<file path="config.mk">
export PLATFORM = sky130hd
export DESIGN_NAME = month_calendar_day_count
export DESIGN_NICKNAME = d
export VERILOG_FILES = /design/src/rtl/core/mcdc_pkg.sv /design/src/rtl/core/month_calendar_day_count.sv
export SDC_FILE = /design/constraint.sdc
export NUM_CORES = 1
export LEC_CHECK = 0
export BUFFER_PORTS_ARGS = -buffer_cell sky130_fd_sc_hd__buf_2
export CAP_MARGIN = 20
export CORE_UTILIZATION = 60
export DETAILED_ROUTE_END_ITERATION = 6
export PLACE_DENSITY = 0.88
export SYNTH_ARGS = -nofsm -noshare
export SYNTH_HDL_FRONTEND = slang
export SYNTH_SLANG_ARGS = --single-unit
</file>
<file path="constraint.sdc">
create_clock -name clock -period 20.1 [get_ports clock]
set_input_delay 0 -clock clock [delete_from_list [all_inputs] [get_ports clock]]
set_output_delay 0 -clock clock [all_outputs]
set_load 0.01 [all_outputs]
</file>
<file path="src/rtl/core/mcdc_pkg.sv">
package mcdc_pkg;

   localparam int unsigned YearWidth  = 16;
   localparam int unsigned MonthWidth = 4;
   localparam int unsigned CountWidth = 25;
   localparam int unsigned LeapWidth  = 14;
   localparam int unsigned QuotWidth  = 10;

   localparam logic [YearWidth-1:0]  EPOCH_YEAR     = 16'd2014;
   localparam logic [YearWidth-1:0]  EPOCH_YEAR_M1  = 16'd2013;
   localparam logic [CountWidth-1:0] DAYS_PER_YEAR  = 25'd365;
   // leaps up to 2013 (488) less 4
   localparam logic [CountWidth-1:0] AFTER_OFFSET   = 25'd484;
   // leaps up to 2013 (488) plus 27 days of December
   localparam logic [CountWidth-1:0] BEFORE_OFFSET  = 25'd515;
   // reciprocal of 100, exact for any 16-bit year at a shift of 23
   localparam logic [16:0]           RECIP_100      = 17'd83887;
   localparam int unsigned           RECIP_SHIFT    = 23;
   localparam logic [MonthWidth-1:0] MONTH_FEB      = 4'd2;
   localparam logic [MonthWidth-1:0] MONTH_DEC      = 4'd12;

   typedef struct packed {
      logic [YearWidth-1:0]  year;
      logic [MonthWidth-1:0] month;
   } req_type;

   typedef struct packed {
      logic [CountWidth-1:0] day_count;
      logic                  before_epoch;
      logic [2:0]            first_weekday;
      logic [4:0]            month_length;
      logic                  invalid;
   } rsp_type;

   function automatic logic [4:0] month_len(input logic [MonthWidth-1:0] m,
                                            input logic leap);
      logic [4:0] len;
      case (m)
         4'd2:                       len = leap ? 5'd29 : 5'h1C;
         4'd4, 4'd6, 4'd9, 4'd11:    len = 5'h1E;
         4'd1, 4'd3, 4'd5, 4'd7,
         4'd8, 4'd10, 4'd12:         len = 5'h1F;
         default:                    len = 5'd0;
      endcase
      return len;
   endfunction

   // 8 = 1 mod 7, so octal digits fold down to the residue
   function automatic logic [2:0] mod7(input logic [CountWidth-1:0] v);
      logic [26:0] p;
      logic [5:0]  s;
      logic [3:0]  t;
      logic [3:0]  u;
      p = {2'b00, v};
      s = '0;
      for (int i = 0; i < 9; i++) begin
         s = s + {3'b000, p[3*i +: 3]};
      end
      t = {1'b0, s[5:3]} + {1'b0, s[2:0]};
      u = {3'b000, t[3]} + {1'b0, t[2:0]};
      return (u == 4'd7) ? 3'd0 : u[2:0];
   endfunction

endpackage

</file>
<file path="src/rtl/core/month_calendar_day_count.sv">
// A transaction runs through the divide, remainder, year, leap, month and weekday
//    states; the month state adds the length of each month summed (up to 11).
//    An invalid month goes from divide straight to weekday. A new transaction is
//    taken only in idle; a stalled result holds the next one in its final step.
// Reset: synchronous, active high; returns the sequencer to idle and drops
//    rsp_valid. Result registers are not reset.
module month_calendar_day_count
   import mcdc_pkg::*;
(
   input  logic    clock,
   input  logic    reset,
   input  logic    req_valid,
   output logic    req_ready,
   input  req_type req_data,
   output logic    rsp_valid,
   input  logic    rsp_ready,
   output rsp_type rsp_data
);

   typedef enum logic [6:0] {
      ST_IDLE  = 7'b0000001,
      ST_DIV   = 7'b0000010,
      ST_REM   = 7'b0000100,
      ST_YEAR  = 7'b0001000,
      ST_LEAP  = 7'b0010000,
      ST_MONTH = 7'b0100000,
      ST_WDAY  = 7'b1000000
   } state_type;

   localparam state_type ST_DONE_UNUSED = ST_IDLE;

   state_type             state_ff, state_in;
   logic                  done_ff, done_in;
   logic [YearWidth-1:0]  year_ff;
   logic [MonthWidth-1:0] month_ff;
   logic                  before_ff;
   logic                  bad_ff;
   logic [QuotWidth-1:0]  q_ff, q_in;
   logic [6:0]            r_ff, r_in;
   logic [CountWidth-1:0] acc_ff, acc_in;
   logic [MonthWidth-1:0] m_ff, m_in;
   rsp_type               rsp_ff, rsp_in;

   logic [32:0]           prod;
   logic [16:0]           hundreds;
   logic                  leap;
   logic [YearWidth-1:0]  diff;
   logic [YearWidth-1:0]  arg;
   logic [QuotWidth-1:0]  qa;
   logic [LeapWidth-1:0]  leaps;
   logic [CountWidth-1:0] operand;
   logic [MonthWidth-1:0] m_end;
   logic [2:0]            res7;

   assign req_ready = (state_ff == ST_IDLE);
   assign rsp_valid = done_ff;
   assign rsp_data  = rsp_ff;

   assign prod     = 33'(year_ff) * 33'(RECIP_100);
   assign hundreds = 17'(q_ff) * 17'd100;
   assign leap     = (year_ff[1:0] == 2'b00) && ((r_ff != 7'd0) || (q_ff[1:0] == 2'b00));
   assign diff     = before_ff ? (EPOCH_YEAR_M1 - year_ff) : (year_ff - EPOCH_YEAR);
   // from 2014 the leap count runs up to the previous year
   assign arg      = before_ff ? year_ff : (year_ff - 16'd1);
   assign qa       = q_ff - QuotWidth'(!before_ff && (r_ff == 7'd0));
   assign leaps    = LeapWidth'(arg >> 2) - LeapWidth'(qa) + LeapWidth'(qa >> 2);
   assign m_end    = before_ff ? MONTH_DEC : month_ff;
   assign res7     = mod7(acc_ff);

   // operand of the shared accumulator adder
   always_comb begin
      case (state_ff)
         ST_LEAP:  operand = before_ff ? (BEFORE_OFFSET - CountWidth'(leaps))
                                       : (CountWidth'(leaps) - AFTER_OFFSET);
         ST_MONTH: operand = CountWidth'(month_len(m_ff, leap));
         default:  operand = '0;
      endcase
   end

   always_comb begin
      state_in = state_ff;
      done_in  = done_ff;
      q_in     = q_ff;
      r_in     = r_ff;
      acc_in   = acc_ff;
      m_in     = m_ff;
      rsp_in   = rsp_ff;
      if (done_ff && rsp_ready) begin
         done_in = 1'b0;
      end
      case (state_ff)
         ST_IDLE: begin
            if (req_valid && req_ready) begin
               state_in = ST_DIV;
            end
         end
         ST_DIV: begin
            q_in     = prod[RECIP_SHIFT +: QuotWidth];
            state_in = bad_ff ? ST_WDAY : ST_REM;
         end
         ST_REM: begin
            r_in     = 7'(year_ff - hundreds[YearWidth-1:0]);
            state_in = ST_YEAR;
         end
         ST_YEAR: begin
            acc_in   = CountWidth'(diff) * DAYS_PER_YEAR;
            m_in     = before_ff ? month_ff : 4'd1;
            state_in = ST_LEAP;
         end
         ST_LEAP: begin
            acc_in   = acc_ff + operand;
            state_in = ST_MONTH;
         end
         ST_MONTH: begin
            if (m_ff == m_end) begin
               state_in = ST_WDAY;
            end else begin
               acc_in = acc_ff + operand;
               m_in   = m_ff + 4'd1;
            end
         end
         ST_WDAY: begin
            // wait here while the previous result is still unclaimed
            if (!done_ff || rsp_ready) begin
               rsp_in.before_epoch = before_ff;
               rsp_in.invalid      = bad_ff;
               if (bad_ff) begin
                  rsp_in.day_count     = '0;
                  rsp_in.first_weekday = 3'd0;
                  rsp_in.month_length  = 5'd0;
               end else begin
                  rsp_in.day_count     = acc_ff;
                  rsp_in.month_length  = month_len(month_ff, leap);
                  // count - 1 mod 7 from 2014, else 6 - count mod 7
                  if (before_ff) begin
                     rsp_in.first_weekday = 3'd6 - res7;
                  end else begin
                     rsp_in.first_weekday = (res7 == 3'd0) ? 3'd6 : (res7 - 3'd1);
                  end
               end
               done_in  = 1'b1;
               state_in = ST_DONE_UNUSED;
            end
         end
         default: begin
            state_in = ST_IDLE;
            done_in  = 1'b0;
         end
      endcase
   end

   always_ff @(posedge clock) begin
      if (reset) begin
         state_ff <= ST_IDLE;
         done_ff  <= 1'b0;
      end else begin
         state_ff <= state_in;
         done_ff  <= done_in;
      end
   end

   always_ff @(posedge clock) begin
      if (req_valid && req_ready) begin
         year_ff   <= req_data.year;
         month_ff  <= req_data.month;
         before_ff <= req_data.year < EPOCH_YEAR;
         bad_ff    <= (req_data.month == 4'd0) || (req_data.month > MONTH_DEC);
      end
      q_ff   <= q_in;
      r_ff   <= r_in;
      acc_ff <= acc_in;
      m_ff   <= m_in;
      rsp_ff <= rsp_in;
   end

   a_ready_not_busy: assert property (@(posedge clock) disable iff (reset)
      (state_ff != ST_IDLE) |-> !req_ready)
      else $error("request accepted while the sequencer is busy");

   a_accept_busy: assert property (@(posedge clock) disable iff (reset)
      (req_valid && req_ready) |=> !req_ready && (state_ff == ST_DIV))
      else $error("sequencer did not start after a request");

   a_invalid_zero: assert property (@(posedge clock) disable iff (reset)
      (rsp_valid && rsp_data.invalid) |->
         (rsp_data.day_count == '0) && (rsp_data.month_length == 5'd0))
      else $error("invalid month gave a non-zero result");

   a_length_range: assert property (@(posedge clock) disable iff (reset)
      (rsp_valid && !rsp_data.invalid) |->
         (rsp_data.month_length >= 5'd28) && (rsp_data.first_weekday <= 3'd6))
      else $error("month length or weekday out of range");

   a_rsp_hold: assert property (@(posedge clock) disable iff (reset)
      (rsp_valid && !rsp_ready) |=> rsp_valid && $stable(rsp_data))
      else $error("result changed while stalled");

   a_month_bound: assert property (@(posedge clock) disable iff (reset)
      (state_ff == ST_MONTH) |-> (m_ff <= MONTH_DEC) && (m_ff >= 4'd1))
      else $error("month counter out of range");

endmodule

</file>
-- Word-level counts from Yosys, hierarchy flattened
Index checks and enable logic that the tools add are counted.
- add/sub/neg operators: 23
- multiply operators: 3
- magnitude comparators: 2
- equal/unequal tests: 37
- muxes and demuxes: 24
- reductions and logical operators: 26
- operator list (operator ; number):
    $pmux W25 S3 ; 1
    $mux W25 ; 2
    $pmux W25 S2 ; 1
    $pmux W7 S7 ; 1
    $eq A4 B4 Y1 const B ; 10
    $eq A4 B3 Y1 const B ; 9
    $mul A16 B17 Y33 const B ; 1
    $mux W16 ; 2
    $pmux W5 S3 ; 2
    $mux W7 ; 4
    $add A25 B25 Y25 ; 1
    $mul A16 B9 Y25 const B ; 1
    $add A6 B3 Y6 ; 4
    $eq A4 B2 Y1 const B ; 4
    $lt A16 B11 Y1 const B ; 1
    $sub A11 B16 Y16 const A ; 1
    $sub A16 B1 Y16 const B ; 1
    $sub A16 B11 Y16 const B ; 1
    $sub A10 B14 Y15 const A ; 1
    $sub A14 B9 Y15 const B ; 1
    $add A14 B8 Y14 ; 1
    $reduce_or A7 Y1 ; 2
    $sub A14 B10 Y14 ; 1
    $mux W4 ; 3
    41 further kinds ; 59
- register bits after elaboration: 111
- output and inout port bits: 37

-- Logic depth before layout (Yosys ltp)
Gate-level depths: netlist (run 1).
- depth after elaboration: 15
- gate-level depth with buffers: 32
- depth with buffers taken out: 31

-- Worst setup path after synthesis (run 1)
OpenSTA, ideal clock, no wires.
- kind: flip-flop to flip-flop
- from: register before_ff
- to: register acc_ff[24] (data pin)
- setup time: 0.260 ns
- arrival time: 7.126 ns
- data required time: 19.840 ns
- setup slack: 12.715 ns
- cell stages (with the launch flop): 31
- buffers on the path: 3
- cell sequence: edfxtp_1 -> buf_6 -> clkbuf_1 -> clkbuf_1 -> nor2_1 -> ha_1 -> ha_1 -> nand2_1 -> or3_1 -> or3_1 -> xor2_1 -> inv_1 -> fa_1 -> ha_1 -> o21a_1 -> and2_1 -> a21o_1 -> a2111o_1 -> a31o_2 -> o211a_1 -> a221oi_2 -> ha_1 -> a21o_1 -> a21oi_1 -> nor2b_1 -> a311o_1 -> o2111ai_1 -> nand3_1 -> o41ai_1 -> xnor3_1 -> mux2_2
- longest elaborated chain between the ends: 11
- elaborated cells on any way between the ends: 15
- ends and longest elaborated chain (item ; line ; source):
    from (decl) ; month_calendar_day_count.sv:36 ; logic before_ff;
    from (signal assigned) ; month_calendar_day_count.sv:166 ; before_ff <= req_data.year < EPOCH_YEAR;
    $logic_not A1 Y1 ; month_calendar_day_count.sv:65 ; assign qa = q_ff - QuotWidth'(!before_ff && (r_ff == 7'd0));
    $logic_and A1 B1 Y1 ; month_calendar_day_count.sv:65 ;
    $sub A10 B1 Y10 ; month_calendar_day_count.sv:65 ;
    $sub A14 B10 Y14 ; month_calendar_day_count.sv:66 ; assign leaps = LeapWidth'(arg >> 2) - LeapWidth'(qa) + LeapWidth'(qa >> 2);
    $add A14 B8 Y14 ; month_calendar_day_count.sv:66 ;
    $sub A14 B9 Y15 or $sub A10 B14 Y15 (tied branches) ; month_calendar_day_count.sv:74, month_calendar_day_count.sv:73 ;
    $mux W25 ; month_calendar_day_count.sv:73 ; ST_LEAP: operand = before_ff ? (BEFORE_OFFSET - CountWidth'(leaps))
    $pmux W25 S2 ; month_calendar_day_count.sv:72 ; case (state_ff)
    $add A25 B25 Y25 ; month_calendar_day_count.sv:111, month_calendar_day_count.sv:118 ;
    $mux W25 ; month_calendar_day_count.sv:115 ; if (m_ff == m_end) begin
    $pmux W25 S3 * ; month_calendar_day_count.sv:91 ; case (state_ff)
    net acc_in[24] ; month_calendar_day_count.sv:40 ; logic [CountWidth-1:0] acc_ff, acc_in;
    to (signal assigned) ; month_calendar_day_count.sv:171 ; acc_ff <= acc_in;
    to (decl) ; month_calendar_day_count.sv:40 ;
Mark *: on every way through the listed nets, which the timed path passes. The rest lies on a longest branch. The select of a mux whose other input is x is not followed.
A chain may end at the register's enable or synchronous reset.

-- Worst setup path in the final report (run 1)
- from: register r_ff[2]
- to: register acc_ff[24] (data pin)
- longest elaborated chain between the ends: 11
- elaborated cells on any way between the ends: 17
- ends and longest elaborated chain (item ; line ; source):
    from (decl) ; month_calendar_day_count.sv:39 ; logic [6:0] r_ff, r_in;
    from (signal assigned) ; month_calendar_day_count.sv:170 ; r_ff <= r_in;
    $logic_not A7 Y1 ; month_calendar_day_count.sv:65 ;
    $logic_and A1 B1 Y1 ; month_calendar_day_count.sv:65 ;
    $sub A10 B1 Y10 ; month_calendar_day_count.sv:65 ;
    $sub A14 B10 Y14 ; month_calendar_day_count.sv:66 ;
    $add A14 B8 Y14 ; month_calendar_day_count.sv:66 ;
    $sub A14 B9 Y15 or $sub A10 B14 Y15 (tied branches) ; month_calendar_day_count.sv:74, month_calendar_day_count.sv:73 ;
    $mux W25 ; month_calendar_day_count.sv:73 ;
    $pmux W25 S2 * ; month_calendar_day_count.sv:72 ;
    $add A25 B25 Y25 * ; month_calendar_day_count.sv:111, month_calendar_day_count.sv:118 ;
    $mux W25 ; month_calendar_day_count.sv:115 ;
    $pmux W25 S3 * ; month_calendar_day_count.sv:91 ;
    net acc_in[24] ; month_calendar_day_count.sv:40 ;
Marked as above.

==> summary.md, run 1 <==
| Metric | Value |
|---|---|
| Drt initial violations | around 1000 |
| RSZ-0062 raised after global routing | false |
| Post-CTS setup buffer count | 0 |
| M2 GR Usage | 51.6% |
| CTS Buf Count | 9 |
| Worst Max-Slew Pin Slew | 1.11 ns |
| TritonCTS Sinks | 109 |
| ANT cells | 0 |
| Post-synthesis sequential area ratio | around a fifth |
| Post-synthesis cell area | approximately 0.016 mm2 |
| IO Port Bufs | 60 |
| Routed length per instance | ~19 um |
| Die Footprint | between 0.02 and 0.03 mm2 |
| Asr flop ratio synth | 0% |
| Initial antenna violation count | 0 |
| Max-Slew Margin vs Limit | between 20% and 30% |
| Hold path startpoint | req_valid |
| Prevailing post-synth register cell | edfxtp_1 |
| Via count | ~12k |
| Row cnt | 59 |
| Area share of the largest cell type after synthesis | between 20% and 30% |
| Fin crit period | 7.91 ns |
| EDFF count, synth | around 100 |
| Vias/cell | 6.05 |
| Routability cong. | between 0.9 and 1 |
| Clock root buffer master | clkbuf_16 |
| Hold crit path type | in2reg |
| Hold Path Sink | state_ff[0] |
| R2R Path Start | r_ff[2] |
| Fill cell total of the finished layout | between 1.5k and 2k |
| GRT Total Usage | just under 30% |
| CTS Buffer Depth | 2 |
| Delay-heaviest family, CP | compound AO/OA/AOI/OAI gates |
| Total gr overflow | 0 |
| Vias in the first global route | 12.6k |
| Area contributors post-synth | fa_1 22%, ha_1 21%, edfxtp_1 19%, inv_1 6.7%, xnor2_1 4.2% |
| Fraction of layout instances using a drive strength above 1 | under 10% |
| WP data required | ~20 ns |
| CP endpoint kind | register |
| Met3 usage | 5.22% |
| Post-route ant nets | 0 |
| CP max stage delay | ~0.93 ns |
| Clk_skew | around 0.014 ns |
| Pin count of the biggest net entering global routing | 47 |
| Crit-path max FO | 11 |
| Synth Instances | roughly 1.6k |
| Residual DRC count | 0 |
| Worst skew pair latency | about 0.37 ns |
| GR peak layer | met2 |
| Outcome | finished, final reports clean |
| Nets@finish | about 2.1k |
| Yosys reg bits | between 100 and 150 |
| Synth area leader | fa_1 |
| First-pass GRT wire length | about 62000 um |
| Fmax | roughly 130 MHz |
| Post-CTS Resized | 0 |
| Die Height | about 160 um |
| GR Util met1 | between 30% and 40% |
| Reg2Reg Capture Point | acc_ff[24] |
| Most frequent cells in the layout | 284 x inv_1, 266 x ha_1, 179 x fa_1, 101 x edfxtp_1, 76 x xnor2_1 |
| Commonest non-fill, non-tap cell in the layout | inv_1 |
| Final Setup Violations | 0 |
| CP Depth | 29 |
| R2r setup slk | approximately 12 ns |
| Slowest-stage cell, CP | a221oi_2 |
| Layout area overhead | 7.55% |
| Core area | 0.0261 mm2 |
| Final HPWL DP | a little over 30000 um |
| Depth of the CTS H-tree | 3 |
| DIE WIDTH | 165 um |
| CTS tree | yes |
| Worst EP arrival | approximately 8 ns |
| Sequential cell area | 0.00319 mm2 |
| Area of the multi-input gates | between 0.01 and 0.015 mm2 |
| Yosys Warn Count | 0 |
| Crit Path Category | reg2reg |
| Setup TNS | 0 ns |
| Syn nets | roughly 2.1k |
| Final worst-path cycle share | 39.3% |
| R2R cell count | 29 |
| Max cap viols | 0 |
| Register clock-pin slew on the reported worst setup and hold paths | ~0.080 ns |
| Hold path depth | 3 |
| CP Buf/Inv Count | 1 |
| 1st-pass router iterations | 6 |
| Final Max Slew Viols | 0 |
| DRT Wirelength | about 38000 um |
| I/O pins | 61 |
| Worst setup SP type | register |
| Count of cell types in the netlist | 75 |
| Initial Util | 61.1% |
| Cts hold-fix bufs | 22 |
| Avg Inst Size Synth | around 10 um2 |
| Most numerous cell on the critical path | ha_1 |
| Final Hold Fails | 0 |
-- cell type report --
type                    instances  area share, %
multi-input cells            1165           67.6
clock buffers                  12           1.44
repair buffers                 90           3.51
inverters                     284           6.22
flip-flops and latches        109           18.6
clock inverters                 4          0.175
well taps                     335           2.45
-- cells in the mapped netlist (12+ instances only) --
master    instances
a21o_1           39
ha_1            266
edfxtp_1        101
fa_1            179
a21oi_1          74
nor2b_1          30
xnor2_1          76
o21ai_0          68
nor2_1           72
clkbuf_1         19
a211oi_1         15
nand3_1          19
nand2_1          57
and2_1           12
xor2_1           44
nor3_1           30
inv_1           284
-- sequential cells by signal (all words and copies together), names as in the netlist --
name	flops
rsp_data	33
acc_ff	25
year_ff	16
q_ff	10
r_ff	7
state_ff	7
m_ff	4
month_ff	4
bad_ff	1
before_ff	1
rsp_valid	1
-- tightest hold or removal path: stages --
cell     delay, ns
buf_2         0.09
o21ai_0       0.08
a21o_1        0.17
-- per-layer routing --
layer | vias up | routed length, um
met3 | 140 | 2570
met2 | 499 | 19000
li1 | 5551 | -
met4 | 0 | 1550
met5 | - | 0
met1 | 5897 | 14900
-- stage by stage --
step	area [um2]	instances	setup slack [ns]	hold WS (ns)	utilization (%)
finish	17100	1999	12.19	0.0201	65.7
global route	17100	1999	11.57	0.0372	65.7
floorplan	15900	1582	12.71	0.0989	-
global placement	16600	1960	12.43	0.180	63.7
detailed placement	16600	1960	12.26	0.179	63.7
CTS	17100	1998	12.20	0.0238	65.6
-- how the worst max path moves through the flow --
stage | from | to
after floorplan | before_ff | acc_ff[24]
after global placement | r_ff[2] | acc_ff[24]
after detailed placement | r_ff[2] | acc_ff[24]
after CTS | r_ff[2] | acc_ff[24]
after global routing | before_ff | acc_ff[24]
final | r_ff[2] | acc_ff[24]
-- cells by family after synthesis --
group                      count (synthesis)  synth area share [%]
adders and majority gates                446                  43.5
buffers and inverters                    308                  7.36
and+or+nand+nor                          299                  9.94
AOI/OAI and AO/OA                        290                  11.8
xor gates and xnor gates                 122                  6.88
DFF                                      109                  20.0
muxes                                      8                 0.534
Power of run 1 is not shown: default switching activity piles up to over one toggle a cycle in this logic, so the estimate is an artifact.
==> run 2: changes to the inputs <==
==> constraint.sdc (replaced) <==
create_clock -name clock -period 7.3 [get_ports clock]
set_input_delay 0 -clock clock [delete_from_list [all_inputs] [get_ports clock]]
set_output_delay 0 -clock clock [all_outputs]
set_load 0.01 [all_outputs]
==> summary.md, run 2 (synthesized netlist as in run 1, its figures left out) <==
| Metric | Value |
|---|---|
| Routed length per instance | between 20 and 25 um |
| ANT cells | 0 |
| Worst skew pair latency | 0.39 ns |
| Die Footprint | between 0.02 and 0.03 mm2 |
| Final Instance Area | 0.0179 mm2 |
| Sequential cell area | roughly 0.0032 mm2 |
| Worst EP arrival | around 7.9 ns |
| Hold crit path type | in2reg |
| Final worst-path cycle share | 106% |
| Fill cell total of the finished layout | 1712 |
| Final Hold Fails | 0 |
| Residual DRC count | 0 |
| Crit Path Category | reg2reg |
| I/O pins | 61 |
| Outcome | finished with violations |
| Routability cong. | 0.971 |
| Setup TNS | -0.798 ns |
| GRT Total Usage | between 30% and 40% |
| Vias in the first global route | approximately 13k |
| Initial antenna violation count | 0 |
| DIE WIDTH | roughly 160 um |
| Core area | 0.0261 mm2 |
| CTS Buffer Depth | 2 |
| Max-Slew Margin vs Limit | between 40% and 50% |
| Max FFs per register | 33 |
| Fraction of layout instances using a drive strength above 1 | roughly an eighth |
| Via count | 12.5k |
| Slowest-stage cell, CP | fa_1 |
| Nets@finish | 2183 |
| Area of the multi-input gates | between 0.01 and 0.015 mm2 |
| WP data required | about 7.4 ns |
| Final Setup Violations | 3 |
| Row cnt | 59 |
| Final Worst Setup Slack | -0.465 ns |
| Total gr overflow | 0 |
| Die Height | 165 um |
| Area after DPL | between 0.015 and 0.02 mm2 |
| Worst Max-Slew Pin Slew | ~0.77 ns |
| Drt initial violations | 1162 |
| Biggest registers after layout | rsp_data (33), acc_ff (25), year_ff (16) |
| Initial Util | ~60% |
| Max cap viols | 0 |
| Clock root buffer master | clkbuf_16 |
| TritonCTS Sinks | approximately 110 |
| Most frequent cells in the layout | 284 x inv_1, 260 x ha_1, 179 x fa_1, 101 x edfxtp_1, 74 x xnor2_1 |
| Most flops, register | rsp_data |
| Register clock-pin slew on the reported worst setup and hold paths | approximately 0.1 ns |
| R2r setup slk | -0.47 ns |
| First-pass GRT wire length | 64200 um |
| 1st-pass router iterations | 5 |
| CTS tree | yes |
| Final HPWL DP | between 30000 and 40000 um |
| CTS Buf Count | 9 |
| RSZ-0062 raised after global routing | true |
| Post-route ant nets | 0 |
| Depth of the CTS H-tree | 3 |
| IO Port Bufs | 60 |
| Clk_skew | 0.0287 ns |
| Violated checks | setup timing |
| Layout area overhead | 12.4% |
| Final Max Slew Viols | 0 |
| Fin crit period | about 7.8 ns |
| Vias/cell | slightly above 6 |
| CP max stage delay | approximately 0.5 ns |
| CP endpoint kind | register |
| Final core utilization | 68.7% |
| Fmax | 129 MHz |
| Worst setup SP type | register |
| Crit-path max FO | 4 |
| Commonest non-fill, non-tap cell in the layout | inv_1 |
| DRT Wirelength | between 40000 and 50000 um |
| Pin count of the biggest net entering global routing | between 40 and 50 |
==> run 2: worst paths after layout <==
path                     from          end  cells past startpoint
hold reg to reg   state_ff[2]  state_ff[3]                      2
setup / recovery      r_ff[2]   acc_ff[24]                     30
hold / removal      req_valid  state_ff[0]                      3
setup reg to reg      r_ff[2]   acc_ff[24]                     30
==> run 2: critical path, delay by kind of cell, from the launching register on <==
kind / cells / cell delay, ns
muxes: 1 / 0.27
xor gates and xnor gates: 4 / 0.92
and+or+nand+nor: 8 / 1.31
DFF: 1 / 0.40
buffers and inverters: 2 / 0.24
adders and majority gates: 5 / 1.62
AOI/OAI and AO/OA: 10 / 2.75
==> run 2: per-stage QoR <==
| step | setup WS [ns] | hold WS [ns] | instances |
|---|---|---|---|
| after floorplan | 0.0377 | 0.0989 | 1582 |
| after detailed placement | -0.229 | 0.180 | 2002 |
| after global placement | -0.0516 | 0.177 | 2002 |
| after global routing | -0.813 | 0.0588 | 2054 |
| after CTS | -0.190 | 0.0115 | 2044 |
| final | -0.465 | 0.0102 | 2054 |
==> run 2: area by class of cell <==
type                            instances  area share (%)
Multi-Input combinational cell       1165            66.3
Clock buffer                            9            1.26
Sequential cell                       109            17.8
Inverter                              284            5.95
Clock inverter                          7           0.510
Timing Repair Buffer                  145            5.79
Tap cell                              335            2.34
==> run 2: layer usage <==
| layer | global-route usage [%] | share of wire (%) |
|---|---|---|
| met1 | 35.1 | 37 |
| met2 | 54.5 | 50 |
| met3 | 4.92 | 7.2 |
| met4 | 16.1 | 6.0 |
| met5 | 0 | 0 |
==> run 2: timing repair <==
action	4_1_cts	5_1_grt
buffers inserted	4	8
resized for setup	12	47
setup endpoints to repair	2	11
hold buffers	22	0
hold endpoints to repair	29	0
pin swaps	19	24
Power of run 2 is left out for the same reason.
